`config.mk`:
```
export PLATFORM = sky130hd
export DESIGN_NAME = congestion_window_rate_limiter
export DESIGN_NICKNAME = d
export VERILOG_FILES = /design/src/rtl/cwrl_pkg.sv /design/src/rtl/cwrl_cfg.sv /design/src/rtl/cwrl_state.sv /design/src/rtl/congestion_window_rate_limiter.sv
export SDC_FILE = /design/constraint.sdc
export NUM_CORES = 1
export LEC_CHECK = 0
export ABC_AREA = 1
export BUFFER_PORTS_ARGS = -buffer_cell sky130_fd_sc_hd__buf_2
export CORE_ASPECT_RATIO = 1.4
export CORE_UTILIZATION = 56
export CTS_CLUSTER_SIZE = 30
export DETAILED_ROUTE_END_ITERATION = 10
export PLACE_DENSITY_LB_ADDON = 0.05
export SYNTH_ARGS = -nofsm -noshare
export SYNTH_HDL_FRONTEND = slang
export SYNTH_SLANG_ARGS = --single-unit
```
`constraint.sdc`:
```
create_clock -name aclk -period 8 [get_ports aclk]
set_input_delay 1.2 -clock aclk [delete_from_list [all_inputs] [get_ports aclk]]
set_output_delay 1.2 -clock aclk [all_outputs]
set_load 0.005 [all_outputs]
```
`src/rtl/cwrl_pkg.sv`:
```
// ----------------------------------------------------------------------------
// cwrl_pkg
// Types, codes and field layout shared by the congestion window rate limiter.
// ----------------------------------------------------------------------------
package cwrl_pkg;

    localparam int COUNT_WIDTH_DEF = 16;
    localparam int TIME_WIDTH_DEF  = 32;

    localparam int REG_W     = 16;
    localparam int SEC_W     = 8;
    localparam int ADDR_W    = 2;
    localparam int REQ_W     = 2;
    localparam int IN_TIME_W = 32;
    localparam int DEC_W     = 3;
    localparam int OUT_W     = 16;

    localparam int S_TDATA_W = 32;
    localparam int S_TUSER_W = 2;

    localparam int DEC_LSB   = 0;
    localparam int WIN_LSB   = DEC_LSB + DEC_W;
    localparam int THR_LSB   = WIN_LSB + OUT_W;
    localparam int QUE_LSB   = THR_LSB + OUT_W;
    localparam int SS_BIT    = QUE_LSB + OUT_W;
    localparam int THROT_BIT = SS_BIT + 1;
    localparam int DROP_LSB  = THROT_BIT + 1;
    localparam int M_USED_W  = DROP_LSB + OUT_W;
    localparam int M_TDATA_W = ((M_USED_W + 7) / 8) * 8;

    localparam logic [REG_W-1:0] MAX_MSGS_RST    = 16'd100;
    localparam logic [REG_W-1:0] MAX_QUEUE_RST   = 16'd1000;
    localparam logic [REG_W-1:0] INIT_THRESH_RST = 16'd64;
    localparam logic [SEC_W-1:0] WINDOW_SECS_RST = 8'd1;
    localparam logic [REG_W-1:0] MIN_THRESH      = 16'd2;

    typedef enum logic [ADDR_W-1:0] {
        CFG_MAX_MSGS    = 2'd0,
        CFG_MAX_QUEUE   = 2'd1,
        CFG_INIT_THRESH = 2'd2,
        CFG_WINDOW_SECS = 2'd3
    } cfg_addr_t;

    typedef enum logic [REQ_W-1:0] {
        REQ_OFFER   = 2'd0,
        REQ_SUCCESS = 2'd1,
        REQ_FAILURE = 2'd2
    } req_t;

    typedef enum logic [DEC_W-1:0] {
        DEC_NONE       = 3'd0,
        DEC_ACCEPT     = 3'd1,
        DEC_RATE_DROP  = 3'd2,
        DEC_QUEUE_DROP = 3'd3,
        DEC_DEFER      = 3'd4
    } dec_t;

    typedef struct packed {
        logic [REG_W-1:0] max_msgs;
        logic [REG_W-1:0] max_queue;
        logic [SEC_W-1:0] window_secs;
        logic             thresh_load;
        logic [REG_W-1:0] thresh_value;
    } cfg_t;

    typedef struct packed {
        dec_t             decision;
        logic [OUT_W-1:0] window_now;
        logic [OUT_W-1:0] threshold_now;
        logic [OUT_W-1:0] queued_now;
        logic             slow_start_flag;
        logic             throttled_flag;
        logic [OUT_W-1:0] drop_streak;
    } result_t;

endpackage

```
`src/rtl/cwrl_cfg.sv`:
```
// ----------------------------------------------------------------------------
// cwrl_cfg
// Configuration registers and threshold load strobe.
// ----------------------------------------------------------------------------
module cwrl_cfg (
    input  logic                           aclk,
    input  logic                           aresetn,
    input  logic                           cfg_wr_en,
    input  logic [cwrl_pkg::ADDR_W-1:0]    cfg_addr,
    input  logic [cwrl_pkg::REG_W-1:0]     cfg_wdata,
    output cwrl_pkg::cfg_t                 cfg
);
    import cwrl_pkg::*;

    logic [REG_W-1:0] max_msgs_reg;
    logic [REG_W-1:0] max_queue_reg;
    logic [SEC_W-1:0] window_secs_reg;

    always_ff @(posedge aclk) begin
        if (!aresetn) begin
            max_msgs_reg    <= MAX_MSGS_RST;
            max_queue_reg   <= MAX_QUEUE_RST;
            window_secs_reg <= WINDOW_SECS_RST;
        end else if (cfg_wr_en) begin
            unique case (cfg_addr_t'(cfg_addr))
                CFG_MAX_MSGS:    max_msgs_reg    <= cfg_wdata;
                CFG_MAX_QUEUE:   max_queue_reg   <= cfg_wdata;
                CFG_INIT_THRESH: ;
                CFG_WINDOW_SECS: window_secs_reg <= cfg_wdata[SEC_W-1:0];
            endcase
        end
    end

    always_comb begin
        cfg.max_msgs     = max_msgs_reg;
        cfg.max_queue    = max_queue_reg;
        cfg.window_secs  = window_secs_reg;
        cfg.thresh_load  = cfg_wr_en && (cfg_addr_t'(cfg_addr) == CFG_INIT_THRESH);
        cfg.thresh_value = cfg_wdata;
    end

endmodule

```
`src/rtl/cwrl_state.sv`:
```
// ----------------------------------------------------------------------------
// cwrl_state
// Connection state registers and combinational admission / window update logic.
// ----------------------------------------------------------------------------
module cwrl_state #(
    parameter int COUNT_WIDTH = cwrl_pkg::COUNT_WIDTH_DEF,
    parameter int TIME_WIDTH  = cwrl_pkg::TIME_WIDTH_DEF
) (
    input  logic                            aclk,
    input  logic                            aresetn,
    input  cwrl_pkg::cfg_t                  cfg,
    input  logic                            item_en,
    input  cwrl_pkg::req_t                  req,
    input  logic [cwrl_pkg::IN_TIME_W-1:0]  now_seconds,
    output cwrl_pkg::result_t               result
);
    import cwrl_pkg::*;

    localparam int CMP_W = (COUNT_WIDTH > REG_W) ? COUNT_WIDTH : REG_W;
    localparam logic [COUNT_WIDTH-1:0] CNT_MAX = '1;
    localparam logic [COUNT_WIDTH-1:0] CNT_TWO = COUNT_WIDTH'(2);
    localparam logic [COUNT_WIDTH-1:0] CNT_ONE = COUNT_WIDTH'(1);

    function automatic logic [COUNT_WIDTH-1:0] sat_inc(input logic [COUNT_WIDTH-1:0] v);
        return (v == CNT_MAX) ? v : v + CNT_ONE;
    endfunction

    logic [COUNT_WIDTH-1:0] wc_reg,    wc_next;
    logic [TIME_WIDTH-1:0]  start_reg, start_next;
    logic [COUNT_WIDTH-1:0] q_reg,     q_next;
    logic [COUNT_WIDTH-1:0] cwnd_reg,  cwnd_next;
    logic [COUNT_WIDTH-1:0] thr_reg,   thr_next;
    logic [COUNT_WIDTH-1:0] drop_reg,  drop_next;
    logic [COUNT_WIDTH-1:0] ack_reg,   ack_next;
    logic                   ss_reg,    ss_next;
    logic                   throt_reg, throt_next;

    logic [TIME_WIDTH-1:0]  now_t;
    logic [TIME_WIDTH-1:0]  elapsed;
    logic                   expired;
    logic [COUNT_WIDTH-1:0] wc_eff;
    logic                   rate_hit;
    logic                   queue_hit;
    logic [COUNT_WIDTH-1:0] half_cwnd;
    logic [COUNT_WIDTH-1:0] fail_thr;
    logic [COUNT_WIDTH-1:0] cwnd_inc;
    logic [COUNT_WIDTH-1:0] ack_inc;
    logic [COUNT_WIDTH-1:0] load_thr;
    dec_t                   dec;

    always_comb begin
        now_t     = TIME_WIDTH'(now_seconds);
        elapsed   = now_t - start_reg;
        expired   = elapsed >= TIME_WIDTH'(cfg.window_secs);
        wc_eff    = expired ? '0 : wc_reg;
        rate_hit  = CMP_W'(wc_eff) >= CMP_W'(cfg.max_msgs);
        queue_hit = CMP_W'(q_reg) >= CMP_W'(cfg.max_queue);
        half_cwnd = cwnd_reg >> 1;
        fail_thr  = (half_cwnd < CNT_TWO) ? CNT_TWO : half_cwnd;
        cwnd_inc  = sat_inc(cwnd_reg);
        ack_inc   = sat_inc(ack_reg);
        load_thr  = (cfg.thresh_value < MIN_THRESH) ? CNT_TWO
                                                    : COUNT_WIDTH'(cfg.thresh_value);

        wc_next    = wc_reg;
        start_next = start_reg;
        q_next     = q_reg;
        cwnd_next  = cwnd_reg;
        thr_next   = thr_reg;
        drop_next  = drop_reg;
        ack_next   = ack_reg;
        ss_next    = ss_reg;
        throt_next = throt_reg;
        dec        = DEC_NONE;

        if (item_en) begin
            unique case (req)
                REQ_OFFER: begin
                    if (expired) begin
                        wc_next    = '0;
                        start_next = now_t;
                    end
                    if (rate_hit || queue_hit) begin
                        dec        = rate_hit ? DEC_RATE_DROP : DEC_QUEUE_DROP;
                        throt_next = 1'b1;
                        drop_next  = sat_inc(drop_reg);
                        thr_next   = fail_thr;
                        cwnd_next  = fail_thr;
                        ss_next    = 1'b0;
                    end else if (q_reg >= cwnd_reg) begin
                        dec = DEC_DEFER;
                    end else begin
                        dec       = DEC_ACCEPT;
                        wc_next   = sat_inc(wc_eff);
                        q_next    = sat_inc(q_reg);
                        drop_next = '0;
                    end
                end
                REQ_SUCCESS: begin
                    if (ss_reg) begin
                        cwnd_next = cwnd_inc;
                        if (cwnd_inc >= thr_reg) begin
                            ss_next = 1'b0;
                        end
                    end else if (ack_inc >= cwnd_reg) begin
                        cwnd_next = cwnd_inc;
                        ack_next  = '0;
                    end else begin
                        ack_next = ack_inc;
                    end
                    if (q_reg != '0) begin
                        q_next = q_reg - CNT_ONE;
                    end
                end
                REQ_FAILURE: begin
                    thr_next  = fail_thr;
                    cwnd_next = fail_thr;
                    ss_next   = 1'b0;
                end
                default: ;
            endcase
        end

        if (cfg.thresh_load) begin
            thr_next = load_thr;
        end
    end

    always_ff @(posedge aclk) begin
        if (!aresetn) begin
            wc_reg    <= '0;
            start_reg <= '0;
            q_reg     <= '0;
            cwnd_reg  <= CNT_ONE;
            thr_reg   <= COUNT_WIDTH'(INIT_THRESH_RST);
            drop_reg  <= '0;
            ack_reg   <= '0;
            ss_reg    <= 1'b1;
            throt_reg <= 1'b0;
        end else begin
            wc_reg    <= wc_next;
            start_reg <= start_next;
            q_reg     <= q_next;
            cwnd_reg  <= cwnd_next;
            thr_reg   <= thr_next;
            drop_reg  <= drop_next;
            ack_reg   <= ack_next;
            ss_reg    <= ss_next;
            throt_reg <= throt_next;
        end
    end

    always_comb begin
        result.decision        = dec;
        result.window_now      = OUT_W'(cwnd_next);
        result.threshold_now   = OUT_W'(thr_next);
        result.queued_now      = OUT_W'(q_next);
        result.slow_start_flag = ss_next;
        result.throttled_flag  = throt_next;
        result.drop_streak     = OUT_W'(drop_next);
    end

endmodule

```
`src/rtl/congestion_window_rate_limiter.sv`:
```
// ----------------------------------------------------------------------------
// congestion_window_rate_limiter
// Per-connection admission control with slow start and AIMD window.
// ----------------------------------------------------------------------------
// Usage:
//   s_ channel carries one event per transaction: s_tuser is the request
//   kind (offer, delivery success, delivery failure), s_tdata the time in
//   seconds. m_ channel returns exactly one result per event: decision,
//   window, threshold, queue depth, flags and drop streak.
//   cfg_wr_en / cfg_addr / cfg_wdata write limits; write only while idle.
//   The event is held in the input register and its result in the result
//   register, which drives m_; the result register loads only when it is
//   empty or being read. Throughput: one event per cycle while the receiver
//   takes every result; the whole state update is one compare-and-increment
//   pass between the input register and the result register.
//   Reset (aresetn low, synchronous) restores default limits, cwnd of one,
//   slow start, and empties both stages.
//   When the receiver stalls, the result register holds and one more event
//   may wait in the input register; s_tready drops only when both are full.
// ----------------------------------------------------------------------------
module congestion_window_rate_limiter #(
    parameter int COUNT_WIDTH = cwrl_pkg::COUNT_WIDTH_DEF,
    parameter int TIME_WIDTH  = cwrl_pkg::TIME_WIDTH_DEF
) (
    input  logic                            aclk,
    input  logic                            aresetn,
    input  logic                            s_tvalid,
    output logic                            s_tready,
    // [31:0] now_seconds
    input  logic [cwrl_pkg::S_TDATA_W-1:0]  s_tdata,
    // [1:0] req_type
    input  logic [cwrl_pkg::S_TUSER_W-1:0]  s_tuser,
    output logic                            m_tvalid,
    input  logic                            m_tready,
    // [2:0] decision, [18:3] window_now, [34:19] threshold_now,
    // [50:35] queued_now, [51] slow_start_flag, [52] throttled_flag,
    // [68:53] drop_streak, [71:69] zero
    output logic [cwrl_pkg::M_TDATA_W-1:0]  m_tdata,
    input  logic                            cfg_wr_en,
    input  logic [cwrl_pkg::ADDR_W-1:0]     cfg_addr,
    input  logic [cwrl_pkg::REG_W-1:0]      cfg_wdata
);
    import cwrl_pkg::*;

    cfg_t    cfg;
    result_t result;

    logic                 in_valid_reg;
    logic [REQ_W-1:0]     req_reg;
    logic [IN_TIME_W-1:0] now_reg;
    logic                 out_valid_reg;
    logic [M_TDATA_W-1:0] out_data_reg;
    logic [M_TDATA_W-1:0] out_data_next;
    logic                 advance;
    logic                 fire;

    assign advance  = !out_valid_reg || m_tready;
    assign fire     = in_valid_reg && advance;
    assign s_tready = !in_valid_reg || advance;
    assign m_tvalid = out_valid_reg;
    assign m_tdata  = out_data_reg;

    cwrl_cfg u_cfg (
        .aclk      (aclk),
        .aresetn   (aresetn),
        .cfg_wr_en (cfg_wr_en),
        .cfg_addr  (cfg_addr),
        .cfg_wdata (cfg_wdata),
        .cfg       (cfg)
    );

    cwrl_state #(
        .COUNT_WIDTH (COUNT_WIDTH),
        .TIME_WIDTH  (TIME_WIDTH)
    ) u_state (
        .aclk        (aclk),
        .aresetn     (aresetn),
        .cfg         (cfg),
        .item_en     (fire),
        .req         (req_t'(req_reg)),
        .now_seconds (now_reg),
        .result      (result)
    );

    always_comb begin
        out_data_next                         = '0;
        out_data_next[DEC_LSB +: DEC_W]       = result.decision;
        out_data_next[WIN_LSB +: OUT_W]       = result.window_now;
        out_data_next[THR_LSB +: OUT_W]       = result.threshold_now;
        out_data_next[QUE_LSB +: OUT_W]       = result.queued_now;
        out_data_next[SS_BIT]                 = result.slow_start_flag;
        out_data_next[THROT_BIT]              = result.throttled_flag;
        out_data_next[DROP_LSB +: OUT_W]      = result.drop_streak;
    end

    always_ff @(posedge aclk) begin
        if (!aresetn) begin
            in_valid_reg  <= 1'b0;
            out_valid_reg <= 1'b0;
        end else begin
            if (s_tvalid && s_tready) begin
                in_valid_reg <= 1'b1;
            end else if (fire) begin
                in_valid_reg <= 1'b0;
            end
            if (fire) begin
                out_valid_reg <= 1'b1;
            end else if (m_tready) begin
                out_valid_reg <= 1'b0;
            end
        end
    end

    always_ff @(posedge aclk) begin
        if (s_tvalid && s_tready) begin
            req_reg <= s_tuser[REQ_W-1:0];
            now_reg <= s_tdata[IN_TIME_W-1:0];
        end
        if (fire) begin
            out_data_reg <= out_data_next;
        end
    end

endmodule

```
Word-level counts from Yosys, hierarchy flattened --
Index checks and enable logic that the tools add are counted.
Cells by class: add/subtract/negate cells 7, $lt $le $gt $ge 8, equality and inequality tests 10, muxes and demuxes 44, bitwise logic cells 1, reduce and logical (&&, ||, !) cells 19
Operators with widths (number):
- $mux W16 | 25
- $add A16 B1 Y16 const B | 5
- $eq A16 B16 Y1 const B | 5
- $ge A16 B16 Y1 | 5
- $pmux W16 S2 | 2
- $pmux W16 S3 | 1
- $ge A32 B8 Y1 | 1
- $sub A32 B32 Y32 | 1
- $lt A16 B2 Y1 const B | 1
- $reduce_bool A16 Y1 | 1
- $sub A16 B1 Y16 const B | 1
- $lt A15 B2 Y1 const B | 1
- $mux W15 | 1
- $mux W1 | 12
- $reduce_and A2 Y1 | 4
- $eq A2 B2 Y1 const B | 3
- $mux W3 | 2
- $reduce_and A3 Y1 | 2
- $eq A2 B1 Y1 const B | 2
- $logic_not A2 Y1 | 2
- $reduce_bool A2 Y1 | 2
- $logic_and A1 B1 Y1 | 3
- $logic_or A1 B1 Y1 | 3
- $pmux W1 S3 | 1
- 2 further kinds | 3
Word-level totals: register bits 275, output and inout port bits 74, logic and storage cells 107

Depth between registers and ports, before layout --
depth in word-level cells 9, mapped depth 51, depth with buffers taken out 48

Cells and area by module --
Synthesis repeated with hierarchy kept, for this count alone.
Unflattened totals: cell total of the unflattened synthesis 2592, area, all modules 18091.1 µm²
Modules (own cells, without submodules):
- cwrl_state | instances 1, cells an instance 2214, area an instance 13065.0 µm²
- congestion_window_rate_limiter | instances 1, cells an instance 120, area an instance 3214.3 µm²
- cwrl_cfg | instances 1, cells an instance 258, area an instance 1811.7 µm²

Worst setup path after synthesis --
OpenSTA, ideal clock, no wires.
kind flip-flop to flip-flop, from register now_reg[0], to register out_data_reg[25] (netlist: m_tdata[25]), data pin, setup time 0.259 ns, arrival 4.939 ns, data required time 7.741 ns, setup slack 2.802 ns, stages on the path, launching flop included 51, buffers on the path 3, clock period less this slack 5.198 ns, cells stage by stage edfxtp_1 inv_1 ha_1 fa_1 inv_1 nand2_1 nand2_1 and2_1 xor2_1 ha_1 nand2_1 inv_1 nand2_1 nand2_1 nand2_1 nand2_1 nor2_1 nand3_1 [... 15 more ...] nand2_1 nand2_1 nand2_1 nand2_1 nand2_1 nand2_1 nand2_1 inv_1 nand2_1 clkbuf_1 clkbuf_1 a21oi_1 o21ai_0 nand2_1 nand2_1 o211ai_1 o21ai_0 inv_1
RTL lines:
- start, declared | line congestion_window_rate_limiter.sv:50 | logic [IN_TIME_W-1:0] now_reg;
- start signal, assigned | line congestion_window_rate_limiter.sv:117 | now_reg <= s_tdata[IN_TIME_W-1:0];
- end signal, assigned | line congestion_window_rate_limiter.sv:120 | out_data_reg <= out_data_next;
- end, declared | line congestion_window_rate_limiter.sv:52 | logic [M_TDATA_W-1:0] out_data_reg;

Final worst setup path --
from register now_reg[0], to register u_state.wc_reg[4]
On the way: word-level cells in the longest chain between the ends 7, elaborated cells between the ends (all ways) 10, classes of those cells add/sub (2); order compare (2); eq/ne (1); mux (4); reduce/logical (1)
Ends and longest elaborated chain:
- $sub A32 B32 Y32 (*) | line cwrl_state.sv:53 | elapsed = now_t - start_reg;
- $ge A32 B8 Y1 (*) | line cwrl_state.sv:54 | expired = elapsed >= TIME_WIDTH'(cfg.window_secs);
- $mux W16 (*) | line cwrl_state.sv:55, cwrl_state.sv:79
- $add A16 B1 Y16 or $eq A16 B16 Y1 (tied branches) | line cwrl_state.sv:25 | return (v == CNT_MAX) ? v : v + CNT_ONE;
- $mux W16 | line cwrl_state.sv:25
- $mux W16 | line cwrl_state.sv:90 | end else if (q_reg >= cwnd_reg) begin
- $mux W16 (*) | line cwrl_state.sv:83 | if (rate_hit || queue_hit) begin
- end signal, assigned | line cwrl_state.sv:141 | wc_reg <= wc_next;
- end, declared | line cwrl_state.sv:28 | logic [COUNT_WIDTH-1:0] wc_reg, wc_next;
Every way passes the cells marked *; elsewhere a longest branch is shown, timed or not. A chain may end at the register's enable or synchronous reset.

==> metrics.txt <==
fraction of post-synthesis cell area in the top cell type by area=approximately a fifth; chip width=around 150 um; setup bufs post-CTS=0; Post-synth EDFFs=just over 100; Clock H-tree levels=1; Max-Cap Viols=0; kind of path behind the tightest hold check=flop to flop; cells after synthesis=2534; area inside the core boundary=approximately 0.031 sq mm; fraction of registers with async set/reset=0%; result of the run=finished, violations left; most common flop cell mapped by yosys=sky130_fd_sc_hd__dfxtp_1; worst setup path class=flop to flop; total I/O pin count=about 130; maximum single-stage delay on the critical path=about 0.9 ns; Yosys warnings=0; maximum VDD drop=between 150 and 200 uV; clock net sink count=approximately 280; Mapped Avg Cell Area=7.01 sq um; maximum number of pins on one net before global-route repair=86; total of endpoints with negative setup slack in the final report=0; nature of the critical path endpoint=flop; number of antenna violations at the first check in global routing=2; number of vias per cell after detailed routing=5.58; cell accounting for the most synthesized area=sky130_fd_sc_hd__dfxtp_1; crit start category=flop; maximum fanout along the worst path=17; Overflow after GRT=0; vertical die dimension=213 um; cell with the most instances after synthesis=sky130_fd_sc_hd__nand2_1; ratio of final minimum period to clock period=roughly four fifths; register area share after synthesis=36.8%; detail-routed net length per standard cell=between 15 and 20 um; number of global-route vias before repair=around 16k; net count reported at finish=roughly 2.8k; hold path cells=2; Power per Cell Area=~190 mW/mm^2; worst slew margin relative to its limit=~26%; top cells by area, synth=sky130_fd_sc_hd__dfxtp_1 (19%), sky130_fd_sc_hd__edfxtp_1 (17%), sky130_fd_sc_hd__nand2_1 (12%); Pleak=between 9 and 10 nW; Starting Density=57.3%; count of standard-cell rows=76; length of routed met3 wiring=approximately 2600 um; reg2reg start=now_reg[0]$_DFFE_PP_; smallest setup slack after layout=roughly 1.5 ns; uppermost signal routing layer after detailed routing=met4; vias=17.1k; number of hold buffers added after cts=0; placer congestion estimate=between 0.9 and 1; r2r endpoint=u_state.wc_reg[4]$_SDFFE_PN0P_; number of nets with antenna violations after routing=0; actual transition at the worst max-transition pin=roughly 1.1 ns; WP data arrival=roughly 7.0 ns; post-route clock skew=around 0.028 ns; CTS Root Buffer Type=sky130_fd_sc_hd__clkbuf_16; Resized cells post-CTS=0; number of cell instances on the worst register-to-register path=46; detailed-route DRC error count=6; source-to-sink clock delay at the later pin of the worst-skew pair=about 0.58 ns; signed area change from the synthesized netlist to the final layout=11.6%; clock tree from TritonCTS=done; top cells by instance count after synthesis=sky130_fd_sc_hd__nand2_1 (583), sky130_fd_sc_hd__inv_1 (417), sky130_fd_sc_hd__nor2_1 (240); input/output buffers=127; area of all placed cells without fillers=approximately 0.02 sq mm; final hold violation count=0; Worst R2R Setup Slack=about 1.5 ns; total CTS buffers=29; synthesized flop and latch total=275; clock period minus final worst setup slack=6.50 ns; maximum clock path buffer count=3; final slew viol count=0; setup TNS=0 ns; required time of the critical path=approximately 8.5 ns; detailed-placement wirelength estimate=approximately 40000 um; amount of wire on met2 after detailed routing=about 26000 um; post-synth design cell area=between 0.015 and 0.02 sq mm; Detailed Route Iter0 Violations=1263; peak clock frequency supported by timing=between 150 and 200 MHz; worst setup slack after placement=1.56 ns; Min-Delay Endpoint=u_state.start_reg[10]$_SDFFE_PN0P_; hold path start=u_state.start_reg[10]$_SDFFE_PN0P_; slowest CP cell=sky130_fd_sc_hd__nor2_1; total iterations of the first detailed-routing run=11; failing checks=DRC; clock-pin slew reported for the worst setup and hold paths after clock tree synthesis=~0.07 ns; floorplan die area=0.0325 sq mm; count of distinct cell types in the synthesized netlist=59; library cell appearing most often on the critical path=sky130_fd_sc_hd__nand2_1; flip-flop count of the largest register, all copies and words added=between 60 and 70; fraction of layout cells with a size suffix above 1=roughly 9%; all-layer global routing usage=around a third; setup repair after global routing missed its margin=false; total detailed-routing wirelength=52200 um; wire length of the first global-routing pass=a little over 80000 um; Post-Route M1 WL=approximately 20000 um; placed instance area=roughly 0.019 sq mm
## routing by layer
layer | vias to the layer above | global-route usage, %
li1 | 8508 | -
met1 | 7791 | 34.7
met2 | 567 | 59.5
met3 | 188 | 3.23
met4 | 0 | 21.3
met5 | - | 0
## critical path: cells and delay by family, from the launching register on
family / cells / cell delay [ns]
xor+xnor: 1 / 0.18
fa+ha+maj: 4 / 1.15
flops: 1 / 0.32
buf+inv: 5 / 0.36
compound gates: 2 / 0.21
simple gates: 34 / 4.14
## kinds of logic after synthesis
group                    count (synthesis)  share of synthesized area, %
AO/OA/AOI/OAI                          487                          15.0
AND/OR/NAND/NOR                       1103                          26.7
buffers and inverters                  507                          10.9
flip-flops                             275                          36.8
adder cells (fa/ha/maj)                127                          8.98
XOR/XNOR                                34                          1.68
other                                    1                        0.0211
## final cells by class
| cell class | instances | area (sq um) |
|---|---|---|
| fill | 2896 | 11200 |
| inverter | 436 | 1640 |
| tap | 390 | 488 |
| timing repair buffer | 144 | 763 |
| clock inverter | 20 | 324 |
| antenna | 1 | 2.50 |
| sequential | 275 | 6540 |
| multi-input combinational | 1754 | 9310 |
| clock buffer | 34 | 764 |
## metrics by stage
stage	hold WS, ns	cells	power, mW	utilization, %
after floorplan	0.433	2536	2.08	-
after global placement	0.443	2999	2.29	60.4
after detailed placement	0.451	2999	2.30	60.4
after CTS	0.460	3053	3.84	64.0
after global routing	0.474	3054	3.98	64.0
final	0.456	3054	3.82	64.0
## power breakdown
part / leakage, nW / internal, mW / switching, mW
sequential: 2.39 / 1.52 / 0.0465
combinational: 6.32 / 0.228 / 0.487
clock: 0.535 / 0.946 / 0.589
## worst max path at each step
stage,startpoint,end,depth (start not counted)
2_1_floorplan,now_reg[0]$_DFFE_PP_,m_tdata[25]$_DFFE_PP_,50
3_3_place_gp,now_reg[0]$_DFFE_PP_,u_state.wc_reg[4]$_SDFFE_PN0P_,46
3_5_place_dp,now_reg[0]$_DFFE_PP_,u_state.wc_reg[4]$_SDFFE_PN0P_,46
4_1_cts,now_reg[0]$_DFFE_PP_,u_state.wc_reg[4]$_SDFFE_PN0P_,46
5_1_grt,now_reg[0]$_DFFE_PP_,u_state.wc_reg[4]$_SDFFE_PN0P_,46
6_report,now_reg[0]$_DFFE_PP_,u_state.wc_reg[4]$_SDFFE_PN0P_,46
## cell usage in the layout (no fill, tap or decap), types with 13 or more instances in the layout
cell type,instances
sky130_fd_sc_hd__ha_1,126
sky130_fd_sc_hd__nand3_1,107
sky130_fd_sc_hd__buf_4,17
sky130_fd_sc_hd__nor2_1,240
sky130_fd_sc_hd__inv_1,416
sky130_fd_sc_hd__edfxtp_1,103
sky130_fd_sc_hd__xor2_1,26
sky130_fd_sc_hd__o21ai_0,173
sky130_fd_sc_hd__a22oi_1,13
sky130_fd_sc_hd__dfxtp_1,172
sky130_fd_sc_hd__buf_2,127
sky130_fd_sc_hd__nor3_1,55
sky130_fd_sc_hd__clkbuf_16,29
sky130_fd_sc_hd__a21oi_1,216
sky130_fd_sc_hd__nor4_1,15
sky130_fd_sc_hd__nand4_1,46
sky130_fd_sc_hd__and2_1,17
sky130_fd_sc_hd__nand2_1,583
sky130_fd_sc_hd__o211ai_1,29
(Power assumes the default switching activity.)
